==> config.mk <==
export PLATFORM = sky130hd
export DESIGN_NAME = trc_vstore
export DESIGN_NICKNAME = d
export VERILOG_FILES = /design/src/rtl/core/trc_pkg.sv /design/src/rtl/core/trc_vstore.sv
export SDC_FILE = /design/constraint.sdc
export NUM_CORES = 1
export LEC_CHECK = 0
export BUFFER_PORTS_ARGS = -buffer_cell sky130_fd_sc_hd__buf_2
export CORE_AREA = 2 2 466 468
export CTS_BUF_LIST = sky130_fd_sc_hd__clkbuf_2 sky130_fd_sc_hd__clkbuf_4 sky130_fd_sc_hd__clkbuf_8
export DETAILED_ROUTE_END_ITERATION = 8
export DIE_AREA = 0 0 468 470
export GPL_ROUTABILITY_DRIVEN = 1
export PLACE_DENSITY = 0.49
export SLEW_MARGIN = 10
export SYNTH_ARGS = -nofsm -noshare
export SYNTH_HDL_FRONTEND = slang
export SYNTH_SLANG_ARGS = --single-unit
==> constraint.sdc <==
create_clock -name i_clk -period 13.1 [get_ports i_clk]
set_clock_uncertainty 0.05 [all_clocks]
set_input_delay 1.965 -clock i_clk [delete_from_list [all_inputs] [get_ports i_clk]]
set_output_delay 1.965 -clock i_clk [all_outputs]
set_load 0.01 [all_outputs]
==> src/rtl/core/trc_pkg.sv <==
package trc_pkg;

    localparam int MaxPolyVerts = 8;
    localparam int IdxW         = $clog2(MaxPolyVerts);
    localparam int CntW         = $clog2(MaxPolyVerts + 1);
    localparam int AddrW        = IdxW + 1;
    localparam int MaxTris      = 5;
    localparam int TriW         = 3;

    localparam int PosW  = 20;
    localparam int TexW  = 16;
    localparam int ColW  = 8;
    localparam int AttrW = PosW + 1;
    localparam int ProdW = 2 * AttrW;
    localparam int QuoW  = AttrW;
    localparam int RemW  = AttrW + 1;
    localparam int DivCntW = $clog2(QuoW + 1);

    localparam int CfgAddrW = 3;
    localparam int CfgDataW = 20;

    typedef enum logic [CfgAddrW-1:0] {
        CFG_ENABLE = 3'd0,
        CFG_LEFT   = 3'd1,
        CFG_TOP    = 3'd2,
        CFG_RIGHT  = 3'd3,
        CFG_BOTTOM = 3'd4
    } t_cfg_idx;

    typedef enum logic [1:0] {
        CORNER_A    = 2'd0,
        CORNER_B    = 2'd1,
        CORNER_C    = 2'd2,
        CORNER_NONE = 2'd3
    } t_corner;

    typedef enum logic [2:0] {
        ATTR_X, ATTR_Y, ATTR_U, ATTR_V, ATTR_R, ATTR_G, ATTR_B, ATTR_A
    } t_attr;

    typedef struct packed {
        logic signed [PosW-1:0] x;
        logic signed [PosW-1:0] y;
        logic [TexW-1:0]        u;
        logic [TexW-1:0]        v;
        logic [ColW-1:0]        r;
        logic [ColW-1:0]        g;
        logic [ColW-1:0]        b;
        logic [ColW-1:0]        a;
    } t_vtx;

    localparam int VtxW = $bits(t_vtx);

    typedef enum logic [4:0] {
        S_IDLE, S_CHECK, S_COPY, S_E_START, S_E_LDA, S_E_NEXT, S_E_LDB, S_E_EVAL,
        S_X_SETUP, S_X_START, S_X_WAIT, S_X_WR, S_E_ADV, S_E_DONE, S_FIN,
        S_F_RD, S_F_LD, S_F_OUT
    } t_state;

    typedef enum logic [1:0] {
        L_IDLE, L_MUL, L_PREP, L_DIV
    } t_lerp_state;

    typedef struct packed {
        logic                    start;
        logic signed [AttrW-1:0] a0;
        logic signed [AttrW-1:0] a1;
        logic signed [AttrW-1:0] num;
        logic signed [AttrW-1:0] den;
    } t_lerp_req;

    typedef struct packed {
        logic                    done;
        logic signed [AttrW-1:0] result;
    } t_lerp_rsp;

    function automatic logic signed [AttrW-1:0] vtx_attr(input t_vtx vx, input t_attr k);
        logic signed [AttrW-1:0] val;
        val = '0;
        case (k)
            ATTR_X:  val = AttrW'(vx.x);
            ATTR_Y:  val = AttrW'(vx.y);
            ATTR_U:  val = AttrW'(vx.u);
            ATTR_V:  val = AttrW'(vx.v);
            ATTR_R:  val = AttrW'(vx.r);
            ATTR_G:  val = AttrW'(vx.g);
            ATTR_B:  val = AttrW'(vx.b);
            default: val = AttrW'(vx.a);
        endcase
        return val;
    endfunction

    function automatic t_vtx vtx_set(input t_vtx vx, input t_attr k,
                                     input logic signed [AttrW-1:0] val);
        t_vtx res;
        res = vx;
        case (k)
            ATTR_X:  res.x = val[PosW-1:0];
            ATTR_Y:  res.y = val[PosW-1:0];
            ATTR_U:  res.u = val[TexW-1:0];
            ATTR_V:  res.v = val[TexW-1:0];
            ATTR_R:  res.r = val[ColW-1:0];
            ATTR_G:  res.g = val[ColW-1:0];
            ATTR_B:  res.b = val[ColW-1:0];
            default: res.a = val[ColW-1:0];
        endcase
        return res;
    endfunction

endpackage

==> src/rtl/core/trc_vstore.sv <==
module trc_vstore (
    input  logic                     i_clk,
    input  logic                     i_we,
    input  logic [trc_pkg::AddrW-1:0] i_waddr,
    input  trc_pkg::t_vtx            i_wdata,
    input  logic [trc_pkg::AddrW-1:0] i_raddr,
    output trc_pkg::t_vtx            o_rdata
);

    // two polygon banks, ping-ponged between clip edges
    trc_pkg::t_vtx r_mem [2*trc_pkg::MaxPolyVerts];
    trc_pkg::t_vtx r_rdata;

    always_ff @(posedge i_clk) begin
        if (i_we) begin
            r_mem[i_waddr] <= i_wdata;
        end
        r_rdata <= r_mem[i_raddr];
    end

    assign o_rdata = r_rdata;

endmodule

==> metrics <==
Worst Path Required 13.91 ns; Row Count 171; Worst Setup Path Type primary input to register; post-route minimum period 4.591 ns; worst-path maximum fanout 132; vias per inst 4.781; initial antenna violation count 55; via count 29700; Worst Tran Pin Value 1.132 ns; Num CTS Buffers 316; Synth Register Bits 1768; CP cell instances buf_8 -> buf_12 -> buf_4 -> mux4_2 -> a22oi_1 -> nand2_1; final hold vios 0; I/O pins 218; Antenna Nets Post-Route 0; vias in the first global route 31750; Slew Viols, Final 0; CTS tree done; core box area 215700 um^2; Sum Neg Setup Slack 0 ns; CP delay by family, top buffers and inverters; RSZ-0062 raised after global routing false; final WL 168500 um; die boundary width 468 um; Cell Area, Synth 64260 um^2; grt ovf 0; Post-CTS Resized 0; FMAX 217.8 MHz; fin area 75160 um^2; P per Cell Area 160.6 nW/um^2; Synth cell types 18; Area growth, synth to finish 16.96%; average cell area after synthesis 24.14 um^2; register area share after synthesis 81.00%; Detail Placement HPWL 79680 um; Buf/Inv on CP 3; share of layout cells above drive strength 1 36.53%; IO Port Bufs 217; overall power 12.07 mW; GPL Wtd Cong 0.6763; largest net degree at the start of global routing 133; Longest Clk Path Bufs 4; DP Worst Slack 7.476 ns; max capacitance violation total 0; Post-CTS Setup Bufs 0; Synth warnings 0; router iterations before antenna repair 5; clock latency on the worst-skew pair 0.99 ns; Die Area 220000 um^2; Final Cycle Share 35.05%; Total Routing Usage GR 15.16%; Slowest cell on crit path buf_4; first-pass GRT wire length 237100 um; htree depth 5; CTS clock-pin slew for the worst setup and hold paths 0.06 ns; Die Ht 470 um; setup violators final 0; DRC 0; WL per Instance 27.12 um; Max VDD drop 0.00008637 V; Post-DP Area 68870 um^2; Iter 0 DRT Violations 2366; Initial Util 29.79%; Synth Instances 2662; total nets after synthesis 2776; fin nets 3236; Slew HR 24.51%; Tightest Hold Check Type register to register; startpoint types primary input; status completed; Critical Path AT 5.40 ns; Leak 24.04 nW; crit-path max cell delay 1.00 ns; hold_buf cts 0; Num Clock Sinks 1768; kind of end point of the critical path register; Final WS setup 8.509 ns; clock root cell clkbuf_8
[power by group]
| group | total, mW | switching [mW] | internal, mW |
|---|---|---|---|
| Clock | 5.13 | 2.21 | 2.92 |
| Combinational | 0.557 | 0.340 | 0.216 |
| Sequential | 6.38 | 0.0524 | 6.33 |
[layer usage]
layer,share of wire [%],GRT usage [%]
met4,2.1,4.434
met1,43,20.14
met5,0.15,0
met3,6.0,3.645
met2,49,24.65
[state kept, by name, indices dropped and copies added, names as in the netlist]
signal and count:
r_mem 1664, o_rdata 104
[synthesized netlist by cell type]
master	count	area share (%)
clkbuf_1	73	0.43
nor2_1	13	0.076
buf_6	24	0.42
or3b_2	1	0.014
and2_1	1	0.0097
nand3b_1	2	0.023
nor3_1	4	0.031
nand2b_1	2	0.019
buf_2	29	0.23
buf_4	4	0.047
edfxtp_1	1664	78
nor2b_1	2	0.019
mux4_2	416	15
a22oi_1	208	2.4
buf_1	9	0.053
nand2_1	105	0.61
dfxtp_1	104	3.2
nand3_1	1	0.0078
[tightest hold or removal path: stages, from the launching register on]
cell	delay, ns
edfxtp_1	0.32
mux4_2	0.22
a22oi_1	0.06
nand2_1	0.05
[logic make-up (layout without fill, tap and decap cells)]
kind of cell	Yosys count	after routing	synth area share [%]
AOI/OAI and AO/OA	208	208	2.430
buffers and inverters	139	828	1.172
DFF	1768	1768	81.00
muxes	416	416	14.58
other	0	8	0
and+or+nand+nor	131	131	0.8139
[path summary, 6_finish.rpt]
kind | start | endpoint | slack, ns | cells after the start
setup / recovery | i_raddr[1] | o_rdata[91] | 8.51 | 6
hold / removal | r_mem[14][71] | o_rdata[71] | 0.57 | 3
setup reg to reg | r_mem[11][27] | o_rdata[27] | 11.55 | 3
hold reg to reg | r_mem[14][71] | o_rdata[71] | 0.57 | 3
[per-stage QoR]
stage | hold slack, ns | utilization [%] | instances
2_1_floorplan | 0.5849 | - | 2662
6_report | 0.5695 | 34.85 | 6213
5_1_grt | 0.6026 | 34.85 | 6211
3_5_place_dp | 0.6042 | 31.93 | 5658
4_1_cts | 0.5759 | 34.84 | 6205
3_3_place_gp | 0.6012 | 31.93 | 5658
[cells in the final DEF, fill, tap and decap left out, types with 13 or more instances in the layout]
master	n
nand2_1	105
dfxtp_1	104
edfxtp_1	1664
nor2_4	13
a22oi_1	208
buf_4	58
clkinv_1	41
clkbuf_8	356
buf_2	215
clkinv_2	15
clkbuf_4	125
mux4_2	416
[final cells by class]
| type | count | area, um^2 |
|---|---|---|
| diodes | 8 | 20.02 |
| repair buffers | 281 | 1662 |
| fillers | 20090 | 140500 |
| well taps | 2854 | 3571 |
| flip-flops and latches | 1768 | 52050 |
| clock buffers | 481 | 5838 |
| clock inverters | 66 | 426.7 |
| multi-input cells | 755 | 11590 |
Power figures use the tool's default switching activity.
