<file path="config.mk">
export PLATFORM = sky130hd
export DESIGN_NAME = trc_lerp
export DESIGN_NICKNAME = d
export VERILOG_FILES = /design/src/rtl/core/trc_pkg.sv /design/src/rtl/core/trc_lerp.sv
export SDC_FILE = /design/constraint.sdc
export NUM_CORES = 2
export LEC_CHECK = 0
export BUFFER_PORTS_ARGS = -buffer_cell sky130_fd_sc_hd__buf_2
export CAP_MARGIN = 10
export CORE_UTILIZATION = 45
export CTS_BUF_LIST = sky130_fd_sc_hd__clkbuf_8 sky130_fd_sc_hd__clkbuf_16
export DETAILED_ROUTE_END_ITERATION = 16
export GPL_ROUTABILITY_DRIVEN = 1
export HOLD_SLACK_MARGIN = 0.08
export PLACE_DENSITY_LB_ADDON = 0.2
export SLEW_MARGIN = 20
export SYNTH_ARGS = -nofsm -noshare
export SYNTH_HDL_FRONTEND = slang
export SYNTH_SLANG_ARGS = --single-unit
export TNS_END_PERCENT = 100
</file>
<file path="constraint.sdc">
create_clock -name i_clk -period 11.25 [get_ports i_clk]
set_clock_uncertainty 0.05 [all_clocks]
set_input_delay 0.5625 -clock i_clk [delete_from_list [all_inputs] [get_ports i_clk]]
set_output_delay 0.5625 -clock i_clk [all_outputs]
set_load 0.01 [all_outputs]
</file>
<file path="src/rtl/core/trc_pkg.sv">
package trc_pkg;

    localparam int MaxPolyVerts = 8;
    localparam int IdxW         = $clog2(MaxPolyVerts);
    localparam int CntW         = $clog2(MaxPolyVerts + 1);
    localparam int AddrW        = IdxW + 1;
    localparam int MaxTris      = 5;
    localparam int TriW         = 3;

    localparam int PosW  = 20;
    localparam int TexW  = 16;
    localparam int ColW  = 8;
    localparam int AttrW = PosW + 1;
    localparam int ProdW = 2 * AttrW;
    localparam int QuoW  = AttrW;
    localparam int RemW  = AttrW + 1;
    localparam int DivCntW = $clog2(QuoW + 1);

    localparam int CfgAddrW = 3;
    localparam int CfgDataW = 20;

    typedef enum logic [CfgAddrW-1:0] {
        CFG_ENABLE = 3'd0,
        CFG_LEFT   = 3'd1,
        CFG_TOP    = 3'd2,
        CFG_RIGHT  = 3'd3,
        CFG_BOTTOM = 3'd4
    } t_cfg_idx;

    typedef enum logic [1:0] {
        CORNER_A    = 2'd0,
        CORNER_B    = 2'd1,
        CORNER_C    = 2'd2,
        CORNER_NONE = 2'd3
    } t_corner;

    typedef enum logic [2:0] {
        ATTR_X, ATTR_Y, ATTR_U, ATTR_V, ATTR_R, ATTR_G, ATTR_B, ATTR_A
    } t_attr;

    typedef struct packed {
        logic signed [PosW-1:0] x;
        logic signed [PosW-1:0] y;
        logic [TexW-1:0]        u;
        logic [TexW-1:0]        v;
        logic [ColW-1:0]        r;
        logic [ColW-1:0]        g;
        logic [ColW-1:0]        b;
        logic [ColW-1:0]        a;
    } t_vtx;

    localparam int VtxW = $bits(t_vtx);

    typedef enum logic [4:0] {
        S_IDLE, S_CHECK, S_COPY, S_E_START, S_E_LDA, S_E_NEXT, S_E_LDB, S_E_EVAL,
        S_X_SETUP, S_X_START, S_X_WAIT, S_X_WR, S_E_ADV, S_E_DONE, S_FIN,
        S_F_RD, S_F_LD, S_F_OUT
    } t_state;

    typedef enum logic [1:0] {
        L_IDLE, L_MUL, L_PREP, L_DIV
    } t_lerp_state;

    typedef struct packed {
        logic                    start;
        logic signed [AttrW-1:0] a0;
        logic signed [AttrW-1:0] a1;
        logic signed [AttrW-1:0] num;
        logic signed [AttrW-1:0] den;
    } t_lerp_req;

    typedef struct packed {
        logic                    done;
        logic signed [AttrW-1:0] result;
    } t_lerp_rsp;

    function automatic logic signed [AttrW-1:0] vtx_attr(input t_vtx vx, input t_attr k);
        logic signed [AttrW-1:0] val;
        val = '0;
        case (k)
            ATTR_X:  val = AttrW'(vx.x);
            ATTR_Y:  val = AttrW'(vx.y);
            ATTR_U:  val = AttrW'(vx.u);
            ATTR_V:  val = AttrW'(vx.v);
            ATTR_R:  val = AttrW'(vx.r);
            ATTR_G:  val = AttrW'(vx.g);
            ATTR_B:  val = AttrW'(vx.b);
            default: val = AttrW'(vx.a);
        endcase
        return val;
    endfunction

    function automatic t_vtx vtx_set(input t_vtx vx, input t_attr k,
                                     input logic signed [AttrW-1:0] val);
        t_vtx res;
        res = vx;
        case (k)
            ATTR_X:  res.x = val[PosW-1:0];
            ATTR_Y:  res.y = val[PosW-1:0];
            ATTR_U:  res.u = val[TexW-1:0];
            ATTR_V:  res.v = val[TexW-1:0];
            ATTR_R:  res.r = val[ColW-1:0];
            ATTR_G:  res.g = val[ColW-1:0];
            ATTR_B:  res.b = val[ColW-1:0];
            default: res.a = val[ColW-1:0];
        endcase
        return res;
    endfunction

endpackage

</file>
<file path="src/rtl/core/trc_lerp.sv">
module trc_lerp (
    input  logic                i_clk,
    input  logic                i_rst_n,
    input  trc_pkg::t_lerp_req  i_req,
    output trc_pkg::t_lerp_rsp  o_rsp
);

    localparam int AttrW   = trc_pkg::AttrW;
    localparam int ProdW   = trc_pkg::ProdW;
    localparam int QuoW    = trc_pkg::QuoW;
    localparam int RemW    = trc_pkg::RemW;
    localparam int DivCntW = trc_pkg::DivCntW;

    trc_pkg::t_lerp_state r_state, n_state;

    logic signed [AttrW-1:0] r_a0, r_d, r_num, r_den;
    logic signed [ProdW-1:0] r_p;
    logic [AttrW-1:0]        r_md;
    logic                    r_neg;
    logic [RemW-1:0]         r_rem;
    logic [QuoW-1:0]         r_lo;
    logic [DivCntW-1:0]      r_cnt;

    logic [ProdW-1:0]        mp;
    logic [RemW-1:0]         trial;
    logic                    qbit;
    logic [AttrW-1:0]        quo;
    logic signed [AttrW-1:0] rnd;
    logic                    div_last;

    assign mp       = r_p[ProdW-1] ? ProdW'(-r_p) : ProdW'(r_p);
    assign trial    = {r_rem[RemW-2:0], r_lo[QuoW-1]};
    assign qbit     = trial >= RemW'(r_md);
    assign div_last = r_cnt == DivCntW'(QuoW - 1);

    // final step: round half away from zero on magnitude, then restore sign
    always_comb begin
        quo  = AttrW'({r_lo[QuoW-2:0], qbit});
        if ({(qbit ? RemW'(trial - RemW'(r_md)) : trial), 1'b0} >= (RemW+1)'(r_md)) begin
            quo = quo + AttrW'(1);
        end
        rnd = r_neg ? AttrW'(-$signed(quo)) : AttrW'($signed(quo));
    end

    always_ff @(posedge i_clk) begin
        if (!i_rst_n) begin
            r_state <= trc_pkg::L_IDLE;
        end else begin
            r_state <= n_state;
        end
    end

    always_comb begin
        n_state      = r_state;
        o_rsp.done   = 1'b0;
        o_rsp.result = AttrW'(r_a0 + rnd);
        unique case (r_state)
            trc_pkg::L_IDLE: begin
                if (i_req.start) begin
                    n_state = trc_pkg::L_MUL;
                end
            end
            trc_pkg::L_MUL:  n_state = trc_pkg::L_PREP;
            trc_pkg::L_PREP: n_state = trc_pkg::L_DIV;
            trc_pkg::L_DIV: begin
                if (div_last) begin
                    o_rsp.done = 1'b1;
                    n_state    = trc_pkg::L_IDLE;
                end
            end
            default: n_state = trc_pkg::L_IDLE;
        endcase
    end

    always_ff @(posedge i_clk) begin
        case (r_state)
            trc_pkg::L_IDLE: begin
                r_a0  <= i_req.a0;
                r_d   <= AttrW'(i_req.a1 - i_req.a0);
                r_num <= i_req.num;
                r_den <= i_req.den;
            end
            trc_pkg::L_MUL: begin
                r_p  <= ProdW'(r_d) * ProdW'(r_num);
                r_md <= r_den[AttrW-1] ? AttrW'(-r_den) : AttrW'(r_den);
            end
            trc_pkg::L_PREP: begin
                r_neg <= (r_p != '0) && (r_p[ProdW-1] != r_den[AttrW-1]);
                // quotient fits QuoW bits, so the upper part is already below the divisor
                r_rem <= RemW'(mp >> QuoW);
                r_lo  <= mp[QuoW-1:0];
                r_cnt <= '0;
            end
            default: begin
                r_rem <= qbit ? RemW'(trial - RemW'(r_md)) : trial;
                r_lo  <= {r_lo[QuoW-2:0], qbit};
                r_cnt <= r_cnt + DivCntW'(1);
            end
        endcase
    end

endmodule

</file>
==> metrics.md <==
| Metric | Value |
|---|---|
| Status | finished, final reports clean |
| Final Net Count | 3751 |
| Setup violations, final | 0 |
| Setup ws final | 1.08 ns |
| Hold path depth | 1 |
| Router iterations before antenna repair | 5 |
| Core box area | 62200 um^2 |
| I/O Pins | 109 |
| Most frequent cells in the layout | inv_1 (539), fa_1 (462), nand2_1 (399) |
| CP Launch Type | flip-flop |
| Fill cells | 5769 |
| Cells after Synth | 2959 |
| FFs w/ async S/R, synth | 0 |
| Post-Synthesis Cell Area | 28500 um^2 |
| Slew HR | 0.213 |
| Slew @ Worst Pin | 1.18 ns |
| WP buf/inv | 5 |
| R2R Setup Slk | 2.92 ns |
| Hold EP | r_num[5]$_DFFE_PP_ |
| ANT cells | 0 |
| Setup CP Type | reg -> out |
| Sequential fraction of the synthesis area | 0.207 |
| Reg2reg path depth | 21 |
| Most common cell after layout, fill and taps aside | inv_1 |
| Drc violations | 0 |
| Port Buffers | 108 |
| Library cells used by synthesis | 78 |
| CP arrival | 9.56 ns |
| GP Congestion | 0.869 |
| Root Buffer | clkbuf_16 |
| Largest net degree at the start of global routing | 90 |
| Die area | 64300 um^2 |
| Area of the multi-input gates | 20200 um^2 |
| CTS tree | yes |
| Final Hold Viols | 0 |
| Clk_lat worst skew | 0.51 ns |
| Number of global-route vias before repair | 21369 |
| Top_reg_cell synth | edfxtp_1 |
| Fin crit share | 0.904 |
| Min Tclk post-route | 10.17 ns |
| Detailed Route WL | 72.6 mm |
| CTS buffer count | 17 |
| Avg WL per Cell | 18.9 um |
| Post-layout util | 0.491 |
| Worst Path Max Fanout | 27 |
| RSZ-0062 raised after global routing | false |
| Initial DRC count | 1205 |
| Hold WC Path Type | in -> reg |
| Synth Warn # | 0 |
| Total congestion overflow | 0 |
| H-Tree Depth | 4 |
| Via count | 20569 |
| FMAX | 0.0983 GHz |
| Hold Crit Start | i_req[26] |
| Cts hold-fix bufs | 0 |
| Initial antenna violation count | 2 |
| Clock Path Buffers | 2 |
| Syn_nets | 3714 |
| Setup crit end kind | output port |
| Slowest-stage cell, CP | a311oi_1 |
| Most frequent cell on the critical path | ha_1 |
| FF-to-FF End | r_p[39]$_DFFE_PP_ |
| CTS clk-pin slew, worst paths | 0.10 ns |
| Total global-route track usage | 0.235 |
| First-pass GRT wire length | 116 mm |
| Family with the most delay on the worst path | compound AO/OA/AOI/OAI gates |
| R2r startpoint | r_d[10]$_DFFE_PP_ |
| Seq cells post-synth | 197 |
| Vias/cell | 5.35 |
| Routed Antenna Nets | 0 |
| Setup WS pre-CTS | 1.63 ns |
| Post-CTS Resized | 0 |
| FP Rows | 91 |
| Max cap viols | 0 |
| Worst Path Required | 10.64 ns |
| Worst path max stage delay | 0.66 ns |
| Final HPWL DP | 56.0 mm |
| Dpl cells | 3811 |
| Register area | 5900 um^2 |
| Syn Area/Cell | 9.63 um^2 |
| Non-Filler Instances | 3846 |
| Die Width | 254 um |
| Post-synth EDFFs | 195 |
| Setup TNS | 0 ns |
| Initial Util | 0.458 |
| Die Y | 254 um |
| Post-CTS Setup Bufs | 0 |
| P&R area growth vs syn | 7.15% |
| Ratio of cells with drive above 1 in the final layout | 0.0701 |
| # clock sinks | 197 |
| Max-slew violation count | 0 |
==> metrics by stage <==
step           area, um^2  hold WS (ns)
2_1_floorplan       28500         0.424
3_3_place_gp        29900         0.503
3_5_place_dp        29900         0.466
4_1_cts             30500         0.134
5_1_grt             30500         0.140
6_report            30500         0.167
==> how the worst max path moves through the flow <==
stage,start,to,slack [ns],cells past startpoint
detailed placement,r_lo[20]$_DFFE_PN_,o_rsp[20],1.63,35
global route,r_lo[20]$_DFFE_PN_,o_rsp[20],0.52,35
global placement,r_lo[20]$_DFFE_PN_,o_rsp[20],1.86,35
floorplan,r_lo[20]$_DFFE_PN_,o_rsp[20],3.04,36
CTS,r_lo[20]$_DFFE_PN_,o_rsp[20],1.02,35
finish,r_lo[20]$_DFFE_PN_,o_rsp[20],1.08,35
==> per-layer routing <==
metal | vias up | routed length (um) | track usage
li1 | 9511 | - | -
met5 | - | 13 | 0
met1 | 10430 | 32400 | 0.317
met2 | 558 | 35000 | 0.395
met4 | 2 | 1150 | 0.0552
met3 | 68 | 3960 | 0.0406
==> Yosys cell counts, types with 16 or more instances <==
library cell,count,area share
nand2b_1,32,0.0070
o21a_1,16,0.0042
a21oi_1,123,0.022
fa_1,462,0.32
clkbuf_1,112,0.015
nand3_1,32,0.0056
edfxtp_1,195,0.21
and2_1,122,0.027
xor2_1,77,0.024
a21o_1,42,0.011
nor2_1,121,0.016
inv_1,539,0.071
or3_1,18,0.0040
nand2_1,399,0.053
o21ai_0,75,0.013
xnor2_1,111,0.034
o31ai_1,36,0.0095
ha_1,206,0.090
nor3_1,30,0.0053
==> worst register-to-register path: cells and delay by family, from the launching register on <==
| family | cells | cell delay (ns) |
|---|---|---|
| flip-flops | 1 | 1.11 |
| AO/OA/AOI/OAI | 7 | 2.40 |
| buffers and inverters | 3 | 0.16 |
| AND/OR/NAND/NOR | 2 | 0.26 |
| XOR/XNOR | 1 | 0.25 |
| adder cells (fa/ha/maj) | 8 | 3.92 |
==> registers in the layout, summed over array words and instances, names as in the netlist <==
| name | cells |
|---|---|
| r_lo | 21 |
| r_p | 42 |
| r_neg | 1 |
| r_state | 2 |
| r_d | 21 |
| r_num | 21 |
| r_md | 21 |
| r_cnt | 5 |
| r_rem | 21 |
| r_a0 | 21 |
| r_den | 21 |
==> cell families (layout without fill, tap and decap cells) <==
| kind of cell | Yosys count | count (layout) | share of synthesized area |
|---|---|---|---|
| AND/OR/NAND/NOR | 845 | 845 | 0.141 |
| buffers and inverters | 658 | 708 | 0.0868 |
| AO/OA/AOI/OAI | 394 | 394 | 0.0896 |
| flip-flops | 197 | 197 | 0.207 |
| multiplexers | 9 | 9 | 0.00356 |
| adder cells (fa/ha/maj) | 668 | 668 | 0.415 |
| XOR/XNOR | 188 | 188 | 0.0578 |
==> final cells by class <==
class                      instances  area share
clock buffer                      17      0.0139
clock inverter                    15     0.00615
multi-input combinational       2104       0.660
tap                              837      0.0343
sequential                       197       0.193
inverter                         539      0.0663
timing repair buffer             137      0.0259
Power is not shown: default switching activity piles up to over one toggle a cycle in this logic, so the estimate is an artifact.
